<file path="src/eight_bit_alu_with_flags_core_macros.svh">
// Assertion macros shared by the ALU core.
`ifndef EIGHT_BIT_ALU_WITH_FLAGS_CORE_MACROS_SVH
`define EIGHT_BIT_ALU_WITH_FLAGS_CORE_MACROS_SVH

// Condition and consequence in the same cycle.
`define EBALU_ASSERT_NOW(label, clk, rst_n, ante, cons) \
  label: assert property (@(posedge clk) disable iff (!rst_n) (ante) |-> (cons)) \
    else $error("ALU core check failed");

// Consequence from the following cycle on.
`define EBALU_ASSERT_NEXT(label, clk, rst_n, ante, cons) \
  label: assert property (@(posedge clk) disable iff (!rst_n) (ante) |=> (cons)) \
    else $error("ALU core check failed");

`endif

</file>
<file path="src/ebalu_pkg.sv">
package ebalu_pkg;

  // Operation codes
  typedef enum logic [4:0] {
    CMD_ADD  = 5'd0,
    CMD_ADC  = 5'd1,
    CMD_SUB  = 5'd2,
    CMD_CP   = 5'd3,
    CMD_AND  = 5'd4,
    CMD_OR   = 5'd5,
    CMD_XOR  = 5'd6,
    CMD_INC  = 5'd7,
    CMD_DEC  = 5'd8,
    CMD_RLC  = 5'd9,
    CMD_RRC  = 5'd10,
    CMD_RL   = 5'd11,
    CMD_RLA  = 5'd12,
    CMD_RRCA = 5'd13,
    CMD_BIT  = 5'd14,
    CMD_CPL  = 5'd15,
    CMD_CCF  = 5'd16,
    CMD_SCF  = 5'd17,
    CMD_DAA  = 5'd18
  } alu_cmd_t;

  // Flag bit positions
  localparam int unsigned FLAG_Z = 3;
  localparam int unsigned FLAG_N = 2;
  localparam int unsigned FLAG_H = 1;
  localparam int unsigned FLAG_C = 0;

  // Decimal adjust constants
  localparam logic [7:0] DAA_HI_ADJ   = 8'h60;
  localparam logic [7:0] DAA_LO_ADJ   = 8'h06;
  localparam logic [7:0] DAA_HI_LIMIT = 8'h99;
  localparam logic [3:0] DAA_LO_LIMIT = 4'h9;

  // One registered operation
  typedef struct packed {
    alu_cmd_t   cmd;
    logic [7:0] operand_a;
    logic [7:0] operand_b;
    logic [2:0] bit_index;
    logic [3:0] flags;
  } alu_op_t;

  // One computed result
  typedef struct packed {
    logic [7:0] result_byte;
    logic [3:0] flags;
    logic       writes_result;
  } alu_res_t;

endpackage

</file>
<file path="src/eight_bit_alu_with_flags_core.sv">
// An item passes the input register, then the result register, before the result strobe;
// throughput: one item every cycle, busy is never raised.
// The result strobe out_valid lasts one cycle and the receiver cannot stall it.
// Reset (rst_n low, synchronous) clears both valid flags; data registers keep
// whatever they hold, and no strobe appears until a new item is taken.
`include "eight_bit_alu_with_flags_core_macros.svh"

module eight_bit_alu_with_flags_core (
  input  logic       clk,
  input  logic       rst_n,
  input  logic       start,
  output logic       busy,
  input  logic [4:0] in_cmd,
  input  logic [7:0] in_operand_a,
  input  logic [7:0] in_operand_b,
  input  logic [2:0] in_bit_index,
  input  logic [3:0] in_flags_in,
  output logic       out_valid,
  output logic [7:0] out_result_byte,
  output logic [3:0] out_flags_out,
  output logic       out_writes_result
);

  ebalu_pkg::alu_op_t  op_r;
  ebalu_pkg::alu_op_t  op_nxt;
  logic                op_valid_r;
  ebalu_pkg::alu_res_t res_nxt;
  ebalu_pkg::alu_res_t res_r;
  logic                res_valid_r;

  // Every cycle can take an item
  assign busy = 1'b0;

  assign op_nxt.cmd       = ebalu_pkg::alu_cmd_t'(in_cmd);
  assign op_nxt.operand_a = in_operand_a;
  assign op_nxt.operand_b = in_operand_b;
  assign op_nxt.bit_index = in_bit_index;
  assign op_nxt.flags     = in_flags_in;

  // Input register
  always_ff @(posedge clk) begin
    if (!rst_n) begin
      op_valid_r <= 1'b0;
    end else begin
      op_valid_r <= start && !busy;
    end
    if (start && !busy) begin
      op_r <= op_nxt;
    end
  end

  // Datapath
  ebalu_exec u_exec (
    .op  (op_r),
    .res (res_nxt)
  );

  // Result register
  always_ff @(posedge clk) begin
    if (!rst_n) begin
      res_valid_r <= 1'b0;
    end else begin
      res_valid_r <= op_valid_r;
    end
    if (op_valid_r) begin
      res_r <= res_nxt;
    end
  end

  assign out_valid         = res_valid_r;
  assign out_result_byte   = res_r.result_byte;
  assign out_flags_out     = res_r.flags;
  assign out_writes_result = res_r.writes_result;

  // Checks
  `EBALU_ASSERT_NEXT(a_item_reaches_output, clk, rst_n, start, ##1 out_valid)
  `EBALU_ASSERT_NOW(a_no_spurious_result, clk, rst_n, out_valid, $past(start, 2))
  `EBALU_ASSERT_NOW(a_no_write_keeps_a, clk, rst_n, out_valid && !out_writes_result,
    out_result_byte == $past(in_operand_a, 2))

endmodule

</file>
<file path="src/ebalu_exec.sv">
module ebalu_exec (
  input  ebalu_pkg::alu_op_t  op,
  output ebalu_pkg::alu_res_t res
);

  // Shared adder and subtractor
  logic       cin;
  logic       add_cin;
  logic [8:0] sum9;
  logic [4:0] half_sum;
  logic [8:0] diff9;
  logic       half_borrow;

  assign cin         = op.flags[ebalu_pkg::FLAG_C];
  assign add_cin     = (op.cmd == ebalu_pkg::CMD_ADC) ? cin : 1'b0;
  assign sum9        = {1'b0, op.operand_a} + {1'b0, op.operand_b} + {8'd0, add_cin};
  assign half_sum    = {1'b0, op.operand_a[3:0]} + {1'b0, op.operand_b[3:0]}
                       + {4'd0, add_cin};
  assign diff9       = {1'b0, op.operand_a} - {1'b0, op.operand_b};
  assign half_borrow = (op.operand_a[3:0] < op.operand_b[3:0]);

  // Decimal adjust correction
  logic [7:0] daa_adj;
  logic       daa_carry;
  logic [7:0] daa_byte;

  always_comb begin
    daa_adj   = 8'd0;
    daa_carry = cin;
    if (!op.flags[ebalu_pkg::FLAG_N]) begin
      if (cin || (op.operand_a > ebalu_pkg::DAA_HI_LIMIT)) begin
        daa_adj   = daa_adj | ebalu_pkg::DAA_HI_ADJ;
        daa_carry = 1'b1;
      end
      if (op.flags[ebalu_pkg::FLAG_H] || (op.operand_a[3:0] > ebalu_pkg::DAA_LO_LIMIT)) begin
        daa_adj = daa_adj | ebalu_pkg::DAA_LO_ADJ;
      end
      daa_byte = op.operand_a + daa_adj;
    end else begin
      if (cin) begin
        daa_adj = daa_adj | ebalu_pkg::DAA_HI_ADJ;
      end
      if (op.flags[ebalu_pkg::FLAG_H]) begin
        daa_adj = daa_adj | ebalu_pkg::DAA_LO_ADJ;
      end
      daa_byte = op.operand_a - daa_adj;
    end
  end

  // Operation select
  logic [7:0] r;
  logic       z;
  logic       n;
  logic       h;
  logic       c;
  logic       wr;
  logic       zr;

  always_comb begin
    r  = op.operand_a;
    z  = op.flags[ebalu_pkg::FLAG_Z];
    n  = op.flags[ebalu_pkg::FLAG_N];
    h  = op.flags[ebalu_pkg::FLAG_H];
    c  = cin;
    wr = 1'b1;
    unique case (op.cmd)
      ebalu_pkg::CMD_ADD, ebalu_pkg::CMD_ADC: begin
        r = sum9[7:0]; n = 1'b0; h = half_sum[4]; c = sum9[8];
      end
      ebalu_pkg::CMD_SUB: begin
        r = diff9[7:0]; n = 1'b1; h = half_borrow; c = diff9[8];
      end
      ebalu_pkg::CMD_CP: begin
        n = 1'b1; h = half_borrow; c = diff9[8]; wr = 1'b0;
      end
      ebalu_pkg::CMD_AND: begin
        r = op.operand_a & op.operand_b; n = 1'b0; h = 1'b1; c = 1'b0;
      end
      ebalu_pkg::CMD_OR: begin
        r = op.operand_a | op.operand_b; n = 1'b0; h = 1'b0; c = 1'b0;
      end
      ebalu_pkg::CMD_XOR: begin
        r = op.operand_a ^ op.operand_b; n = 1'b0; h = 1'b0; c = 1'b0;
      end
      ebalu_pkg::CMD_INC: begin
        r = op.operand_a + 8'd1; n = 1'b0; h = (op.operand_a[3:0] == 4'hF);
      end
      ebalu_pkg::CMD_DEC: begin
        r = op.operand_a - 8'd1; n = 1'b1; h = (op.operand_a[3:0] == 4'h0);
      end
      ebalu_pkg::CMD_RLC: begin
        r = {op.operand_a[6:0], op.operand_a[7]}; n = 1'b0; h = 1'b0;
        c = op.operand_a[7];
      end
      ebalu_pkg::CMD_RRC: begin
        r = {op.operand_a[0], op.operand_a[7:1]}; n = 1'b0; h = 1'b0;
        c = op.operand_a[0];
      end
      ebalu_pkg::CMD_RL: begin
        r = {op.operand_a[6:0], cin}; n = 1'b0; h = 1'b0; c = op.operand_a[7];
      end
      ebalu_pkg::CMD_RLA: begin
        r = {op.operand_a[6:0], cin}; n = 1'b0; h = 1'b0; c = op.operand_a[7];
      end
      ebalu_pkg::CMD_RRCA: begin
        r = {op.operand_a[0], op.operand_a[7:1]}; n = 1'b0; h = 1'b0;
        c = op.operand_a[0];
      end
      ebalu_pkg::CMD_BIT: begin
        n = 1'b0; h = 1'b1; wr = 1'b0;
      end
      ebalu_pkg::CMD_CPL: begin
        r = ~op.operand_a; n = 1'b1; h = 1'b1;
      end
      ebalu_pkg::CMD_CCF: begin
        n = 1'b0; h = 1'b0; c = ~cin; wr = 1'b0;
      end
      ebalu_pkg::CMD_SCF: begin
        n = 1'b0; h = 1'b0; c = 1'b1; wr = 1'b0;
      end
      ebalu_pkg::CMD_DAA: begin
        r = daa_byte; h = 1'b0; c = daa_carry;
      end
      default: begin
        // undefined codes pass everything through, no write-back
        wr = 1'b0;
      end
    endcase

    // Z from the result byte where the operation defines it (CP, BIT, RLA and RRCA set their own)
    zr = (r == 8'd0);
    case (op.cmd)
      ebalu_pkg::CMD_RLA, ebalu_pkg::CMD_RRCA: z = 1'b0;
      ebalu_pkg::CMD_CP:  z = (diff9[7:0] == 8'd0);
      ebalu_pkg::CMD_BIT: z = ~op.operand_a[op.bit_index];
      ebalu_pkg::CMD_CPL, ebalu_pkg::CMD_CCF, ebalu_pkg::CMD_SCF: z = z;
      ebalu_pkg::CMD_ADD, ebalu_pkg::CMD_ADC, ebalu_pkg::CMD_SUB,
      ebalu_pkg::CMD_AND, ebalu_pkg::CMD_OR, ebalu_pkg::CMD_XOR,
      ebalu_pkg::CMD_INC, ebalu_pkg::CMD_DEC, ebalu_pkg::CMD_RLC,
      ebalu_pkg::CMD_RRC, ebalu_pkg::CMD_RL, ebalu_pkg::CMD_DAA: z = zr;
      default: z = z;
    endcase
  end

  assign res.result_byte   = r;
  assign res.flags         = {z, n, h, c};
  assign res.writes_result = wr;

endmodule

</file>
<file path="config.mk">
export PLATFORM = sky130hd
export DESIGN_NAME = eight_bit_alu_with_flags_core
export DESIGN_NICKNAME = d
export VERILOG_FILES = /design/src/ebalu_pkg.sv /design/src/eight_bit_alu_with_flags_core.sv /design/src/ebalu_exec.sv
export VERILOG_INCLUDE_DIRS = /design/src /design/src/src
export SDC_FILE = /design/constraint.sdc
export NUM_CORES = 1
export LEC_CHECK = 0
export ABC_AREA = 0
export BUFFER_PORTS_ARGS = -buffer_cell sky130_fd_sc_hd__buf_2
export CAP_MARGIN = 0
export CORE_ASPECT_RATIO = 1.5
export CORE_UTILIZATION = 40
export DETAILED_ROUTE_END_ITERATION = 8
export MAX_ROUTING_LAYER = met4
export PLACE_DENSITY_LB_ADDON = 0.08
export SLEW_MARGIN = 20
export SYNTH_ARGS = -nofsm -noshare
export SYNTH_HDL_FRONTEND = slang
export SYNTH_SLANG_ARGS = --single-unit
export TNS_END_PERCENT = 20
</file>
<file path="constraint.sdc">
create_clock -name clk -period 9.32 [get_ports clk]
set_input_delay 1.864 -clock clk [delete_from_list [all_inputs] [get_ports clk]]
set_output_delay 1.864 -clock clk [all_outputs]
set_load 0.02 [all_outputs]
</file>
; ---- Word level (Yosys, flattened, before mapping)
; Index checks and enable logic that the tools add are counted.
[op_classes]
muxes = 18
order_cmp = 4
n_bitwise = 6
reduce_logical = 19
n_eq_ne = 19
add_sub_neg = 9
[ops]
columns = op, n
row1 = $pmux W8 S12, 1
row2 = $eq A5 B4 Y1 const B, 8
row3 = $mux W8, 3
row4 = $eq A5 B3 Y1 const B, 4
row5 = $logic_not A8 Y1, 2
row6 = $eq A5 B5 Y1 const B, 3
row7 = $reduce_or A15 Y1, 1
row8 = $mux W7, 2
row9 = $reduce_or A14 Y1, 1
row10 = $reduce_or A12 Y1, 1
row11 = $eq A5 B2 Y1 const B, 2
row12 = $reduce_or A10 Y1, 1
row13 = $reduce_or A2 Y1, 5
row14 = $add A8 B8 Y9, 1
row15 = $add A9 B1 Y9, 1
row16 = $reduce_or A3 Y1, 3
row17 = $sub A8 B8 Y9, 1
row18 = $add A8 B1 Y8 const B, 1
row19 = $add A8 B8 Y8, 1
row20 = $and A8 B8 Y8, 1
row21 = $gt A8 B8 Y1 const B, 1
row22 = $not A8 Y8, 1
row23 = $or A8 B8 Y8, 1
row24 = $pmux W1 S8, 1
row25 = 21 further kinds, 28
[totals]
output_inout_bits = 15
word_cells = 85
inputBits = 31
reg_bits = 43

; ---- Depth between registers and ports, before layout
[depth]
depth_word = 10
ltp_mapped = 16
mapped_depth_nobuf = 15

; ---- Hierarchy
; Synthesis repeated with hierarchy kept, for this count alone.
[hier_totals]
cells_unflattened = 408
area_unflattened_um2 = 3716.1
[modules_own_cells]
columns = module, area_each_um2, seq_area_each_um2, cells_each, n_inst
row1 = ebalu_exec, 2421.1, 0.0, 361, 1
row2 = eight_bit_alu_with_flags_core, 1295.0, 1271.2, 47, 1

; ---- Least setup slack after synthesis
; OpenSTA, ideal clock, no wires.
[synth_path]
kind = register to register
startpoint = register op_r[25] (netlist bit)
endpoint = register res_r, in the netlist out_flags_out[3], data pin
arrival_time_ps = 3708
stages_incl_launch_ff = 15
path_buffers = 2
required_time_ps = 9151
setup_ps = 169
setup_slack_ps = 5443
period_less_slack_ps = 3877
path_cell_list = edfxtp_1 buf_6 clkbuf_1 or2_2 nor3_1 and3_1 fa_1 inv_1 fa_1 o21ai_0 xnor2_1 a221oi_1 a22oi_1 or4_1 o31ai_1
[synth_rtl]
columns = element, line_no
row1 = "start, declared", eight_bit_alu_with_flags_core.sv:24  ; ebalu_pkg::alu_op_t op_r;
row2 = "start signal, assigned", eight_bit_alu_with_flags_core.sv:48  ; op_r <= op_nxt;
row3 = "end signal, assigned", eight_bit_alu_with_flags_core.sv:66  ; res_r <= res_nxt;
row4 = "end, declared", eight_bit_alu_with_flags_core.sv:28  ; ebalu_pkg::alu_res_t res_r;

==> flow_metrics.py <==
metrics = {
    "floorplan": {
        "die_w_um": 80.8,
        "core_um2": 8930,
        "ios": 46,
        "dieArea_um2": 9700,
        "fp.dieH_um": 120,
        "rows": 42,
        "initial_core_util_pct": 41.7,
    },
    "synth": {
        "yosysTopAreaCell": "edfxtp_1",
        "syn-num-nets": 475,
        "synth_seq_cells": 43,
        "synth_compound_area_share_pct": 23.3,
        "synth_edf_count": 41,
        "synth_fa_ha_area_share_pct": 13.2,
        "synthMuxAreaShare_pct": 2.29,
        "syn_area_per_cell_um2": 9.14,
        "async_flop_share_pct": 0,
        "synth_top_family_by_area": "compound AO/OA/AOI/OAI gates",
        "synthCells": 407,
        "synth_ff_type": "edfxtp_1",
        "synthTopCellsByArea": "edfxtp_1 (33%), ha_1 (11%), nor2_1 (4.0%), a21oi_1 (3.4%), inv_1 (2.8%)",
        "yosysWarnings": 0,
        "synth-seq-area-share_pct": 34.2,
        "synth-simple-area-share_pct": 19.2,
        "synth-xor-area-share_pct": 2.12,
        "synthesis.area_um2": 3720,
        "synth_cell_types": 71,
        "netlist.area_leader.share_pct": 33.1,
    },
    "route": {
        "dr.pass1.iters": 5,
        "avgViaCountPerCell": 6.11,
        "ant_nets": 0,
        "route.detailed.drc": 0,
        "drtIter0Drc": 229,
        "finalWirelength_um": 11500,
        "vias": 3368,
        "wl_per_cell_um": 20.9,
    },
    "sta": {
        "fmax_ghz": 0.218,
        "hold_viol": 0,
        "rsz0062_at_grt": "false",
        "skew_ns": 0.00241,
        "post-route-period-util_pct": 49.2,
        "min_period_ns": 4.59,
        "setup_ws_ns": 4.73,
        "max_slew_margin_pct": 40.1,
        "worst_pin_slew_ns": 0.899,
        "tns_ns": 0,
        "finalSetupViolations": 0,
        "maxSlewViolCount": 0,
    },
    "clocking": {
        "cts_hold_buf": 0,
        "post-cts-setup-buffer-count": 0,
        "cts_buffers": 5,
        "htreeDepth": 2,
        "cts-root-buf": "clkbuf_16",
        "post_cts_resize_count": 0,
        "clk_pin_slew_ns": 0.06,
        "cts.sink_count": 43,
        "clock_path_buffers": 2,
        "clock_latency_ns": 0.29,
        "cts_tree": "done",
    },
    "finish": {
        "syn_to_final_growth_pct": 12.5,
        "mostFrequentLayoutCells": "buf_2 (44), edfxtp_1 (41), nor2_1 (40)",
        "diodes": 0,
        "layout_commonest_cell": "buf_2",
        "final_nets": 508,
        "drive_above_1_share_pct": 15.6,
        "finish.utilization_pct": 46.9,
    },
    "setup_path": {
        "critPathMaxFanout": 27,
        "crit_path_end_kind": "flop",
        "worstSetupPathType": "flop to flop",
        "setup.worst_path.start_class": "flop",
        "critPathArrivalTime_ns": 4.70,
        "cp.required_ns": 9.44,
    },
    "placed_design": {
        "numPortBuffers": 44,
        "place_hpwl_um": 8630,
        "gp_congestion": 0.942,
        "pre_cts_ws_ns": 4.82,
    },
    "global_route": {
        "grt_antenna_before_repair": 0,
        "grt_max_degree": 30,
        "grt.overflow.total": 0,
        "grt_pass1_vias": 3214,
        "grt_pass1_wl_um": 17700,
        "grtUsageTotal_pct": 25.6,
    },
    "power": {
        "intPower_w": 0.000434,
        "peakVddDrop_uv": 71.8,
        "netSwitchingPower_w": 0.000214,
        "p_sw_share_pct": 33.0,
        "clkPwrFrac_pct": 30.7,
        "p_leak_nw": 1.68,
        "powerDensity_nw_per_um2": 155,
        "sequentialPowerShare_pct": 40.3,
        "comb_power_share_pct": 29.0,
    },
    "job": {
        "drv_cap": 0,
    },
    "worst_hold_path": {
        "hold_path.class": "flop to flop",
    },
    "status": {
        "status": "finished clean",
    },
}
cell usage after synthesis, drive strengths merged (3+ instances only):
cell and number:
a21o 3, a22oi 6, fa 4, nand2b 8
o22ai 6, xnor2 6, nor4 6, or3b 4
a2bb2oi 4, ha 33, edfxtp 41, buf 3
a21boi 3, nor2b 8, inv 28, and2 4
a221oi 9, xor2 3, a211oi 7, nand4 4
o21a 4, a21oi 25, nor3 9, nand3 9
and3 4, clkbuf 20, or2 3, o21ai 21
a31oi 4, mux2i 4, o2111ai 3, nor2 40
nand2 26, or4b 3
routing by layer:
layer  up-vias  track usage, %  share of wire, %
li1       1594               -                 -
met1      1600            30.1                40
met2       139            42.2                50
met3        35            3.73               4.7
met4         0            11.9               4.6
met5         -               -                 0
area by class of cell:
type	instances	area (µm²)
repair buffers	49	258
multi-input cells	312	2250
clock inverters	3	38.8
well taps	110	138
flip-flops and latches	43	1270
inverters	29	109
clock buffers	5	125
fillers	872	4750
metrics by stage:
step | hold slack [ns] | cell area [µm²] | cells | total power [W]
after detailed placement | 0.725 | 4020 | 543 | 0.000449
after CTS | 0.747 | 4190 | 551 | 0.000650
after global routing | 0.775 | 4190 | 551 | 0.000678
after global placement | 0.707 | 4020 | 543 | 0.000450
after floorplan | 0.591 | 3720 | 407 | 0.000387
final | 0.749 | 4190 | 551 | 0.000648
logic make-up after synthesis:
family | Yosys count
DFF | 43
muxes | 6
AOI/OAI and AO/OA | 123
buffers and inverters | 52
and+or+nand+nor | 136
other | 1
adders and majority gates | 37
xor gates and xnor gates | 9
final timing paths:
path | start | to | slack, ns | cells after the start
setup / recovery | op_r[25]$_DFFE_PP_ | out_flags_out[3]$_DFFE_PP_ | 4.73 | 13
hold / removal | op_r[3]$_DFFE_PP_ | out_flags_out[3]$_DFFE_PP_ | 0.75 | 4
setup reg to reg | op_r[25]$_DFFE_PP_ | out_flags_out[3]$_DFFE_PP_ | 4.73 | 13
hold reg to reg | op_r[3]$_DFFE_PP_ | out_flags_out[3]$_DFFE_PP_ | 0.75 | 4
flip-flops by register name, indices dropped and copies added, names as in the netlist:
register / cells
op_r: 28
out_result_byte: 8
out_flags_out: 4
op_valid_r: 1
out_valid: 1
out_writes_result: 1
power groups by stage:
stage / logic (W) / clock network [W] / registers [W]
after floorplan: 0.000133 / 0 / 0.000255
after global placement: 0.000185 / 0 / 0.000265
after detailed placement: 0.000184 / 0 / 0.000265
after CTS: 0.000185 / 0.000204 / 0.000261
after global routing: 0.000203 / 0.000210 / 0.000265
final: 0.000188 / 0.000199 / 0.000261
critical path, stage by stage, from the launching register on:
cell and delay (ns):
edfxtp_1 0.71, or2_2 0.47, nor3_1 0.15, buf_4 0.20
and3_1 0.19, fa_1 0.20, inv_1 0.06, fa_1 0.44
o21ai_0 0.61, xnor2_1 0.18, a221oi_1 0.28, a22oi_1 0.12
or4_1 0.56, o31ai_1 0.25
Power figures use the tool's default switching activity.
